**config.mk**
```make
export PLATFORM = sky130hd
export DESIGN_NAME = stuffed_frame_encoder_crc8_unit
export DESIGN_NICKNAME = d
export VERILOG_FILES = /design/src/rtl/sfe_pkg.sv /design/src/rtl/sfe_queue.sv /design/src/rtl/sfe_front.sv /design/src/rtl/sfe_back.sv /design/src/rtl/stuffed_frame_encoder_crc8_unit.sv
export VERILOG_INCLUDE_DIRS = /design/src /design/src/rtl
export SDC_FILE = /design/constraint.sdc
export NUM_CORES = 1
export LEC_CHECK = 0
export ABC_AREA = 1
export BUFFER_PORTS_ARGS = -buffer_cell sky130_fd_sc_hd__buf_4
export CORE_UTILIZATION = 52
export DETAILED_ROUTE_END_ITERATION = 12
export GPL_ROUTABILITY_DRIVEN = 0
export PLACE_DENSITY = 0.68
export SYNTH_ARGS = -nofsm -noshare
export SYNTH_HDL_FRONTEND = slang
export SYNTH_HIERARCHICAL = 1
export SYNTH_SLANG_ARGS = --single-unit
```
**constraint.sdc**
```tcl
create_clock -name clock -period 3.15 [get_ports clock]
set_clock_uncertainty 0.1 [all_clocks]
set_input_delay 0.4725 -clock clock [delete_from_list [all_inputs] [get_ports clock]]
set_output_delay 0.4725 -clock clock [all_outputs]
set_load 0.05 [all_outputs]
```
**src/rtl/stuffed_frame_encoder_crc8_unit_macros.svh**
```systemverilog
// assertion macros for the stuffed frame encoder
// no dependencies; included by modules that check their own logic
`ifndef STUFFED_FRAME_ENCODER_CRC8_UNIT_MACROS_SVH
`define STUFFED_FRAME_ENCODER_CRC8_UNIT_MACROS_SVH

// same-cycle implication, checked on clock, off during reset
`define SFE_ASSERT_NOW(lbl, ante, cons, msg) \
   lbl: assert property (@(posedge clock) disable iff (reset) (ante) |-> (cons)) \
      else $error(msg);

// next-cycle implication, checked on clock, off during reset
`define SFE_ASSERT_NEXT(lbl, ante, cons, msg) \
   lbl: assert property (@(posedge clock) disable iff (reset) (ante) |=> (cons)) \
      else $error(msg);

`endif

```
**src/rtl/sfe_pkg.sv**
```systemverilog
// shared types, constants and crc helper for the stuffed frame encoder
// no dependencies
package sfe_pkg;

   localparam int QUEUE_DEPTH = 4;
   localparam int PTR_W       = $clog2(QUEUE_DEPTH);
   localparam int CNT_W       = $clog2(QUEUE_DEPTH + 1);

   localparam logic [7:0] BYTE_PREAMBLE = 8'hAA;
   localparam logic [7:0] BYTE_START    = 8'hAC;
   localparam logic [7:0] BYTE_END      = 8'hAD;
   localparam logic [7:0] BYTE_ESC      = 8'hAE;
   localparam logic [7:0] BYTE_ESC_BASE = 8'h20;
   localparam logic [7:0] BYTE_NIB_MASK = 8'h0F;
   localparam logic [7:0] BYTE_CMD0     = 8'h30;
   localparam logic [7:0] BYTE_CMD1     = 8'h82;
   localparam logic [7:0] BYTE_MODE_NZ  = 8'h09;
   localparam logic [7:0] BYTE_MODE_Z   = 8'h08;
   localparam logic [7:0] BYTE_ARG_NZ   = 8'h64;
   localparam logic [7:0] BYTE_ARG_Z    = 8'h00;
   localparam logic [7:0] CRC_POLY      = 8'h8C;

   // one byte of reflected crc-8, poly 0x8c
   function automatic logic [7:0] crc8_byte(input logic [7:0] acc, input logic [7:0] data);
      logic [7:0] c;
      c = acc ^ data;
      for (int k = 0; k < 8; k++) begin
         c = c[0] ? ((c >> 1) ^ CRC_POLY) : (c >> 1);
      end
      return c;
   endfunction

   // crc state after the four fixed header bytes
   localparam logic [7:0] CRC_HDR_NZ =
      crc8_byte(crc8_byte(crc8_byte(crc8_byte(8'h00, BYTE_CMD0), BYTE_CMD1),
                          BYTE_MODE_NZ), BYTE_ARG_NZ);
   localparam logic [7:0] CRC_HDR_Z =
      crc8_byte(crc8_byte(crc8_byte(crc8_byte(8'h00, BYTE_CMD0), BYTE_CMD1),
                          BYTE_MODE_Z), BYTE_ARG_Z);

   typedef struct packed {
      logic [15:0] value;
      logic [7:0]  crc;
   } sfe_entry_type;

   typedef struct packed {
      logic             empty;
      logic [CNT_W-1:0] count;
   } sfe_qstat_type;

endpackage

```
**src/rtl/sfe_queue.sv**
```systemverilog
// four-entry queue of classified frames between front and back
// depends on sfe_pkg
module sfe_queue import sfe_pkg::*; (
   input  logic          clock,
   input  logic          reset,
   input  logic          push,
   input  sfe_entry_type push_data,
   input  logic          pop,
   output sfe_entry_type head,
   output sfe_qstat_type status
);

   sfe_entry_type    entry_ff [QUEUE_DEPTH];
   logic [PTR_W-1:0] wr_ptr_ff, wr_ptr_in;
   logic [PTR_W-1:0] rd_ptr_ff, rd_ptr_in;
   logic [CNT_W-1:0] count_ff, count_in;

   always_comb begin
      wr_ptr_in = push ? wr_ptr_ff + PTR_W'(1) : wr_ptr_ff;
      rd_ptr_in = pop ? rd_ptr_ff + PTR_W'(1) : rd_ptr_ff;
      count_in  = count_ff + CNT_W'(push) - CNT_W'(pop);
   end

   always_ff @(posedge clock) begin
      if (reset) begin
         wr_ptr_ff <= '0;
         rd_ptr_ff <= '0;
         count_ff  <= '0;
      end else begin
         wr_ptr_ff <= wr_ptr_in;
         rd_ptr_ff <= rd_ptr_in;
         count_ff  <= count_in;
      end
   end

   always_ff @(posedge clock) begin
      if (push) begin
         entry_ff[wr_ptr_ff] <= push_data;
      end
   end

   assign head         = entry_ff[rd_ptr_ff];
   assign status.empty = (count_ff == '0);
   assign status.count = count_ff;

endmodule

```
**src/rtl/sfe_front.sv**
```systemverilog
// front end: takes drive values and computes the frame crc over two stages
// depends on sfe_pkg
module sfe_front import sfe_pkg::*; (
   input  logic          clock,
   input  logic          reset,
   input  logic          req_push,
   output logic          req_full,
   input  logic [15:0]   req_drive_value,
   input  sfe_qstat_type q_status,
   output logic          q_push,
   output sfe_entry_type q_data
);

   logic          s1_valid_ff, s1_valid_in;
   logic [15:0]   s1_value_ff;
   logic [7:0]    s1_crc_ff, s1_crc_in;
   logic          accept;
   logic [CNT_W:0] used;

   // slots taken or promised: queued entries plus the one in flight
   assign used     = {1'b0, q_status.count} + (CNT_W+1)'(s1_valid_ff);
   assign req_full = (used >= (CNT_W+1)'(QUEUE_DEPTH));
   assign accept   = req_push && !req_full;

   always_comb begin
      s1_valid_in = accept;
      s1_crc_in   = crc8_byte((req_drive_value != 16'h0000) ? CRC_HDR_NZ : CRC_HDR_Z,
                              req_drive_value[15:8]);
   end

   always_ff @(posedge clock) begin
      if (reset) begin
         s1_valid_ff <= 1'b0;
      end else begin
         s1_valid_ff <= s1_valid_in;
      end
   end

   always_ff @(posedge clock) begin
      if (accept) begin
         s1_value_ff <= req_drive_value;
         s1_crc_ff   <= s1_crc_in;
      end
   end

   // low byte finishes the crc on the way into the queue
   assign q_push       = s1_valid_ff;
   assign q_data.value = s1_value_ff;
   assign q_data.crc   = crc8_byte(s1_crc_ff, s1_value_ff[7:0]);

endmodule

```
**src/rtl/sfe_back.sv**
```systemverilog
// back end: walks the head frame byte by byte with escaping into the output register
// depends on sfe_pkg and the assertion macro header
`include "stuffed_frame_encoder_crc8_unit_macros.svh"
module sfe_back import sfe_pkg::*; (
   input  logic          clock,
   input  logic          reset,
   input  sfe_entry_type head,
   input  sfe_qstat_type q_status,
   output logic          q_pop,
   output logic          rsp_empty,
   input  logic          rsp_pop,
   output logic [7:0]    rsp_out_byte,
   output logic          rsp_frame_last
);

   typedef enum logic [3:0] {
      POS_PRE0, POS_PRE1, POS_START, POS_CMD0, POS_CMD1, POS_MODE, POS_ARG,
      POS_HI, POS_LO, POS_CRC, POS_CLOSE
   } pos_type;

   pos_type    pos_ff, pos_step;
   logic       esc_ff;
   logic       out_valid_ff;
   logic [7:0] out_byte_ff;
   logic       out_last_ff;

   logic       nonzero;
   logic [7:0] raw;
   logic       is_code;
   logic       advance;

   assign nonzero = (head.value != 16'h0000);
   assign advance = !q_status.empty && (!out_valid_ff || rsp_pop);

   always_comb begin
      raw      = BYTE_PREAMBLE;
      pos_step = POS_PRE0;
      case (pos_ff)
         POS_PRE0:  begin raw = BYTE_PREAMBLE;  pos_step = POS_PRE1;  end
         POS_PRE1:  begin raw = BYTE_PREAMBLE;  pos_step = POS_START; end
         POS_START: begin raw = BYTE_START;     pos_step = POS_CMD0;  end
         POS_CMD0:  begin raw = BYTE_CMD0;      pos_step = POS_CMD1;  end
         POS_CMD1:  begin raw = BYTE_CMD1;      pos_step = POS_MODE;  end
         POS_MODE:  begin
            raw      = nonzero ? BYTE_MODE_NZ : BYTE_MODE_Z;
            pos_step = POS_ARG;
         end
         POS_ARG:   begin
            raw      = nonzero ? BYTE_ARG_NZ : BYTE_ARG_Z;
            pos_step = POS_HI;
         end
         POS_HI:    begin raw = head.value[15:8]; pos_step = POS_LO;   end
         POS_LO:    begin raw = head.value[7:0];  pos_step = POS_CRC;  end
         POS_CRC:   begin raw = head.crc;         pos_step = POS_CLOSE; end
         POS_CLOSE: begin raw = BYTE_END;         pos_step = POS_PRE0; end
         default:   begin raw = BYTE_PREAMBLE;    pos_step = POS_PRE0; end
      endcase
   end

   // only value and crc bytes can collide with the framing codes
   always_comb begin
      is_code = (pos_ff inside {POS_HI, POS_LO, POS_CRC}) &&
                (raw inside {BYTE_START, BYTE_END, BYTE_ESC});
   end

   assign q_pop = advance && (pos_ff == POS_CLOSE);

   always_ff @(posedge clock) begin
      if (reset) begin
         pos_ff       <= POS_PRE0;
         esc_ff       <= 1'b0;
         out_valid_ff <= 1'b0;
         out_byte_ff  <= BYTE_PREAMBLE;
         out_last_ff  <= 1'b0;
      end else begin
         // a new byte is loaded, or the current one stays until popped
         out_valid_ff <= advance || (out_valid_ff && !rsp_pop);
         if (advance) begin
            out_last_ff  <= (pos_ff == POS_CLOSE);
            if (esc_ff) begin
               out_byte_ff <= BYTE_ESC_BASE + (raw & BYTE_NIB_MASK);
               esc_ff      <= 1'b0;
               pos_ff      <= pos_step;
            end else if (is_code) begin
               out_byte_ff <= BYTE_ESC;
               esc_ff      <= 1'b1;
            end else begin
               out_byte_ff <= raw;
               pos_ff      <= pos_step;
            end
         end
      end
   end

   assign rsp_empty      = !out_valid_ff;
   assign rsp_out_byte   = out_byte_ff;
   assign rsp_frame_last = out_last_ff;

   `SFE_ASSERT_NOW(a_esc_pos, esc_ff, (pos_ff == POS_HI || pos_ff == POS_LO || pos_ff == POS_CRC), "escape pending outside value or crc byte")
   `SFE_ASSERT_NOW(a_pop_close, q_pop, (pos_ff == POS_CLOSE && !esc_ff && !q_status.empty), "frame retired before its closing byte")
   `SFE_ASSERT_NOW(a_last_end, (out_valid_ff && out_last_ff), (out_byte_ff == BYTE_END), "last beat is not the closing byte")
   `SFE_ASSERT_NEXT(a_esc_follow, (advance && is_code && !esc_ff), esc_ff, "escape code not followed by its second byte")

endmodule

```
**src/rtl/stuffed_frame_encoder_crc8_unit.sv**
```systemverilog
// top level of the byte-stuffed command frame encoder with crc-8
// depends on sfe_pkg, sfe_front, sfe_queue and sfe_back
//
// Takes one signed 16-bit drive value per input beat and produces one motor
// command frame as a stream of byte beats: 0xAA 0xAA 0xAC, the six payload
// bytes (0x30 0x82, mode and argument bytes, value high and low byte), the
// crc-8 (reflected, poly 0x8C, init 0) and the closing 0xAD flagged by
// rsp_frame_last. Value and crc bytes equal to 0xAC/0xAD/0xAE go out as 0xAE
// then 0x20 plus the low nibble. A frame is 11 to 14 output beats. With
// rsp_pop held high and the queue backed up the output register moves one
// byte per cycle; that byte-per-cycle output register sets the rate. The
// front computes the crc, high byte before its register and low byte after
// it, and feeds a four-frame queue, so values are taken back to back while
// earlier frames still stream out. When idle, a value passes the front
// register, the queue and the output register before its first byte shows.
module stuffed_frame_encoder_crc8_unit import sfe_pkg::*; (
   input  logic        clock,
   input  logic        reset,
   // drive value beats
   input  logic        req_push,
   output logic        req_full,
   input  logic [15:0] req_drive_value,
   // frame byte beats
   output logic        rsp_empty,
   input  logic        rsp_pop,
   output logic [7:0]  rsp_out_byte,
   output logic        rsp_frame_last
);

   // front to queue
   logic          q_push;
   sfe_entry_type q_data;
   // queue to back
   sfe_entry_type q_head;
   sfe_qstat_type q_status;
   logic          q_pop;

   // classification and crc
   sfe_front u_front (
      .clock           (clock),
      .reset           (reset),
      .req_push        (req_push),
      .req_full        (req_full),
      .req_drive_value (req_drive_value),
      .q_status        (q_status),
      .q_push          (q_push),
      .q_data          (q_data)
   );

   // decouples crc front from the byte streamer
   sfe_queue u_queue (
      .clock     (clock),
      .reset     (reset),
      .push      (q_push),
      .push_data (q_data),
      .pop       (q_pop),
      .head      (q_head),
      .status    (q_status)
   );

   // framing, escaping and output register
   sfe_back u_back (
      .clock          (clock),
      .reset          (reset),
      .head           (q_head),
      .q_status       (q_status),
      .q_pop          (q_pop),
      .rsp_empty      (rsp_empty),
      .rsp_pop        (rsp_pop),
      .rsp_out_byte   (rsp_out_byte),
      .rsp_frame_last (rsp_frame_last)
   );

endmodule
```
# Word level (Yosys, flattened, before mapping)
# Memory sizes are Yosys's and may differ from the RTL's. A register that Yosys moved wholly into a read port is not among the register bits.
# Cells that the tools add are included.
[totals] ff_bits=47 ramBits=96 in_bits=20 output_inout_bits=11 wordCells=101 mem_count=1
[mem_list] name="u_queue.entry_ff" words=4 width=24 rd=1 rd_ports_with_merged_regs=1 write_ports=1 line="sfe_queue.sv:13" rtl="sfe_entry_type entry_ff [QUEUE_DEPTH];"
[classes] add_sub_neg=6 magnitude_cmp=1 n_eq_ne=14 mux=31 bitwise_logic=18 n_reduce_logical=18
[op_table] cell="$mux W8" n=18
[op_table] cell="$pmux W8 S9" n=1
[op_table] cell="$not A2 Y3" n=16
[op_table] cell="$pmux W4 S10" n=1
[op_table] cell="$reduce_bool A16 Y1" n=2
[op_table] cell="$eq A8 B8 Y1 const B" n=3
[op_table] cell="$eq A4 B3 Y1 const B" n=4
[op_table] cell="$xor A8 B8 Y8" n=2
[op_table] cell="$eq A4 B4 Y1 const B" n=3
[op_table] cell="$mux W4" n=3
[op_table] cell="$eq A4 B2 Y1 const B" n=2
[op_table] cell="$add A6 B4 Y7 const A" n=1
[op_table] cell="$mux W7" n=1
[op_table] cell="$reduce_bool A3 Y1" n=2
[op_table] cell="$logic_and A1 B1 Y1" n=5
[op_table] cell="$mux W1" n=5
[op_table] cell="$add A2 B1 Y2 const B" n=2
[op_table] cell="$add A3 B1 Y4" n=1
[op_table] cell="$eq A4 B1 Y1 const B" n=1
[op_table] cell="$ge A4 B3 Y1 const B" n=1
[op_table] cell="$logic_not A1 Y1" n=4
[op_table] cell="$logic_not A4 Y1" n=1
[op_table] cell="$mux W2" n=2
[op_table] cell="$add A3 B1 Y3" n=1
[op_table] cell="5 further kinds" n=6

# Depth between registers and ports, before layout
[depth] ltp_word=19 mapped_depth=20 depth_no_buf=17

# Cells and area by module
# Netlist, hierarchy kept.
[modules_own_cells] mod="sfe_queue" n_inst=1 cells_per_inst=335 area_per_inst_um2=4304.1 seq_area_each_um2=3062.9
[modules_own_cells] mod="sfe_front" n_inst=1 cells_per_inst=143 area_per_inst_um2=1430.1 seq_area_each_um2=740.7
[modules_own_cells] mod="sfe_back" n_inst=1 cells_per_inst=188 area_per_inst_um2=1078.5 seq_area_each_um2=300.3

# Worst setup path after synthesis
# No wires, ideal clock.
[synth_timing] path_type="input -> register" from="input port rsp_pop" to="register u_queue.count_ff[1]" setup_ps=109 t_arrival_ps=2218 t_required_ps=2941 path_slack_ps=722 stages=10 path_buffers=0 cell_sequence="inv_1 > a21oi_2 > clkinv_1 > nor2_1 > ha_1 > inv_1 > ha_1 > fa_1 > inv_1 > nor2_1"
[synth_via] elab_chain_len=4
[synth_lines] item="start: declaration" line="stuffed_frame_encoder_crc8_unit.sv:25" rtl="input logic rsp_pop,"
[synth_lines] item="$logic_or A1 B1 Y1" line="sfe_back.sv:33" rtl="assign advance = !q_status.empty && (!out_valid_ff || rsp_pop);"
[synth_lines] item="$logic_and A1 B1 Y1" line="sfe_back.sv:33"
[synth_lines] item="$logic_and A1 B1 Y1" line="sfe_back.sv:66" rtl="assign q_pop = advance && (pos_ff == POS_CLOSE);"
[synth_lines] item="via q_pop" line="stuffed_frame_encoder_crc8_unit.sv:36" rtl="logic q_pop;"
[synth_lines] item="$sub A3 B1 Y3" line="sfe_queue.sv:21" rtl="count_in = count_ff + CNT_W'(push) - CNT_W'(pop);"
[synth_lines] item="via u_queue.count_in[1]" line="sfe_queue.sv:16" rtl="logic [CNT_W-1:0] count_ff, count_in;"
[synth_lines] item="end signal: assignment" line="sfe_queue.sv:32" rtl="count_ff <= count_in;"
[synth_lines] item="end: declaration" line="sfe_queue.sv:16"
# The timed path passes the listed nets, and every way through them passes these cells.
# A chain may end at the register's enable or synchronous reset.

==> reports/metrics.csv <==
metric;value;unit
total global routing overflow;0;
core area;12720;um^2
Syn Area/Cell;10.23;um^2
relative max-transition margin;65.99;%
cts bufs inserted;17;
total number of vias;4523;
die area;13560;um^2
PD cells;681.5;nW/um^2
Hold Path Stages;1;
Residual DRC;0;
worst reg2reg setup slack;0.53;ns
# setup viols final;0;
routed wire length;12.53;mm
clk slew on worst S/H paths;0.05;ns
vias per inst;5.093;
CTS resizes;0;
Mapped Cells;666;
final hold slack;0.1369;ns
clock buffer depth;2;
WP data required;3.36;ns
max_cap viols;0;
hold violation count in the final report;0;
global-route usage over all layers;20.62;%
filler cell count;1060;
Slew @ Worst Pin;0.5065;ns
Leak Pwr;3.122;nW
CP Data Arrival Time;2.83;ns
global-route wire length before repair;20.36;mm
Synth Cell Area;6813;um^2
worst vdd ir;0.4204;mV
dpl cells;856;
Post-CTS Setup Bufs;0;
initial antenna violation count;0;
worst r2r dst;u_back/pos_ff[1]$_SDFFE_PP0P_;
Layout area overhead;14.18;%
Cell Rows;41;
result of the run;complete, no violations;
antenna fix cells;0;
Final ANT Viol Nets;0;
initial drt markers;340;
final design utilization;61.14;%
# port buffers;30;
Most used DFF post-synth;edfxtp_1;
Seq cells post-synth;145;
HPWL after DPL;8.379;mm
FFs w/ async S/R, synth;0;%
GR Util met1;25.61;%
total power;5.301;mW
vias in the first global route;4195;
Cell variety after synth;35;
# IOs;31;
Post-Syn Nets;693;
Tmin final;2.622;ns
worst-path maximum fanout;43;
register area share after synthesis;60.24;%
f_max;381.4;MHz
H-tree Lvls;4;
Worst setup SP type;register;
Die Height;116.5;um
CTS tree;yes;
Post-CTS Hold Fix Bufs;0;
global-route track usage on met3;5.189;%
Crit. End Element;register;
Hold Crit Class;input port to register;
layout net count;730;
Top Usage Layer GRT;met2;
DIE WIDTH;116.5;um
CTS Sinks;145;
clock root cell;clkbuf_16;
layout cells sized above 1;15.92;%
Initial DRT Pass Iterations;4;
Endpoint, Worst Hold;u_front/s1_value_ff[0]$_DFFE_PP_;
Setup TNS;0;ns
Avg WL per Cell;14.11;um
Ys Warns;6;
initial core utilization;53.55;%
Register-to-Register Path Depth;14;
unrepaired setup endpoints after global routing;false;
Slew Viols, Final;0;
worst skew pair latency;0.42;ns
CP Class;register to register;
fin cells;888;
crit share post-route;83.23;%
GR Util met2;34.04;%
pin count of the biggest net entering global routing;49;
number of flops mapped to enable cells by yosys;120;
HP Start;req_drive_value[0];
## per-stage QoR
stage / instance area (um^2) / setup slack [ns]
2_1_floorplan: 6813 / 0.7223
3_3_place_gp: 7181 / 0.6274
3_5_place_dp: 7181 / 0.5560
4_1_cts: 7779 / 0.5491
5_1_grt: 7779 / 0.2556
6_report: 7779 / 0.5283
## Yosys cell counts, types with 5 or more instances
master    count  area share, %
nand2_1     164            9.0
xor2_1       12            1.5
o211ai_1      9           0.99
o21ai_0      28            2.1
inv_1        84            4.6
buf_6        11            1.8
edfxtp_1    120             53
dfxtp_1      25            7.3
clkbuf_1      5           0.28
o211ai_2     16            2.9
nor2_1       43            2.4
nor2_2        7           0.64
nand3_1      39            2.9
nand2_2       6           0.55
o21ai_1       5           0.37
nand3b_1      5           0.55
a21oi_1      42            3.1
ha_1          6            1.1
xnor2_1      10            1.3
## area by class of cell
| type | instances | area, um^2 | area share, % |
|---|---|---|---|
| Inverter | 90 | 337.8 | 4.343 |
| Tap cell | 172 | 215.2 | 2.767 |
| Clock buffer | 18 | 429.2 | 5.517 |
| Clock inverter | 14 | 168.9 | 2.171 |
| Multi-Input combinational cell | 409 | 2196 | 28.23 |
| Sequential cell | 145 | 4106 | 52.79 |
| Timing Repair Buffer | 40 | 325.3 | 4.182 |
## registers in the layout (all words and copies together) (netlist names), named ones only
register               flops
u_queue/entry_ff          96
u_front/s1_value_ff       16
u_back/rsp_out_byte        8
u_front/s1_crc_ff          8
u_back/pos_ff              4
u_queue/count_ff           3
u_queue/rd_ptr_ff          2
u_queue/wr_ptr_ff          2
u_back/esc_ff              1
u_back/out_valid_ff        1
u_back/rsp_frame_last      1
u_front/q_push             1
## placed cells by master, fill, tap and decap left out, types with 5 or more instances in the layout
master	instances
o21ai_0	28
buf_4	38
o211ai_1	9
clkinv_1	8
nand3b_1	5
nand2_2	6
a21oi_1	42
o21ai_1	5
o211ai_2	16
nand3_1	39
clkbuf_16	17
nor2_1	42
xnor2_1	10
xor2_1	12
edfxtp_1	120
dfxtp_1	23
inv_1	84
nor2_2	8
ha_1	6
nand2_1	164
## cell families (layout without fill, tap and decap cells)
| family | Yosys count | after routing | synth area share, % |
|---|---|---|---|
| DFF | 145 | 145 | 60.24 |
| AOI/OAI and AO/OA | 103 | 103 | 9.807 |
| buffers and inverters | 112 | 162 | 7.567 |
| and+or+nand+nor | 273 | 273 | 17.21 |
| xor gates and xnor gates | 26 | 26 | 3.783 |
| adders and majority gates | 7 | 7 | 1.396 |
## worst max-delay path: stages (launching register included)
cell and delay (ns):
dfxtp_2 0.62, buf_12 0.28, a21oi_1 0.10, o21ai_0 0.08, nand2_1 0.12, nor2_1 0.11, nand2_1 0.05, nor2_1 0.10
nand2_1 0.10, a21oi_1 0.20, nand2_1 0.09, nor2_2 0.10, nand3_2 0.20, a21oi_1 0.18, nor2_1 0.06
## power by group
group          internal [mW]  switching (mW)
logic                  0.289           0.596
registers               2.30          0.0945
clock network           1.30           0.716
total                   3.89            1.41
## layer usage
metal  vias to the layer above  part of all wire [%]  wire [um]
li1                       2294                     -          -
met1                      2083                    43       5439
met2                       125                    49       6173
met3                        21                   5.2        657
met4                         0                   2.1        262
met5                         -                     0          0
## how the worst max path moves through the flow
stage          depth (start not counted)                             end  slack [ns]      from
3_3_place_gp                          13   u_back/pos_ff[3]$_SDFFE_PP0P_        0.63  register
4_1_cts                               13   u_back/pos_ff[0]$_SDFFE_PP0P_        0.55  register
5_1_grt                               15   u_back/pos_ff[1]$_SDFFE_PP0P_        0.26  register
2_1_floorplan                         10  u_queue/count_ff[1]$_SDFF_PP0_        0.72   rsp_pop
3_5_place_dp                          13   u_back/pos_ff[0]$_SDFFE_PP0P_        0.56  register
6_report                              14   u_back/pos_ff[1]$_SDFFE_PP0P_        0.53  register
(Power assumes the default switching activity.)
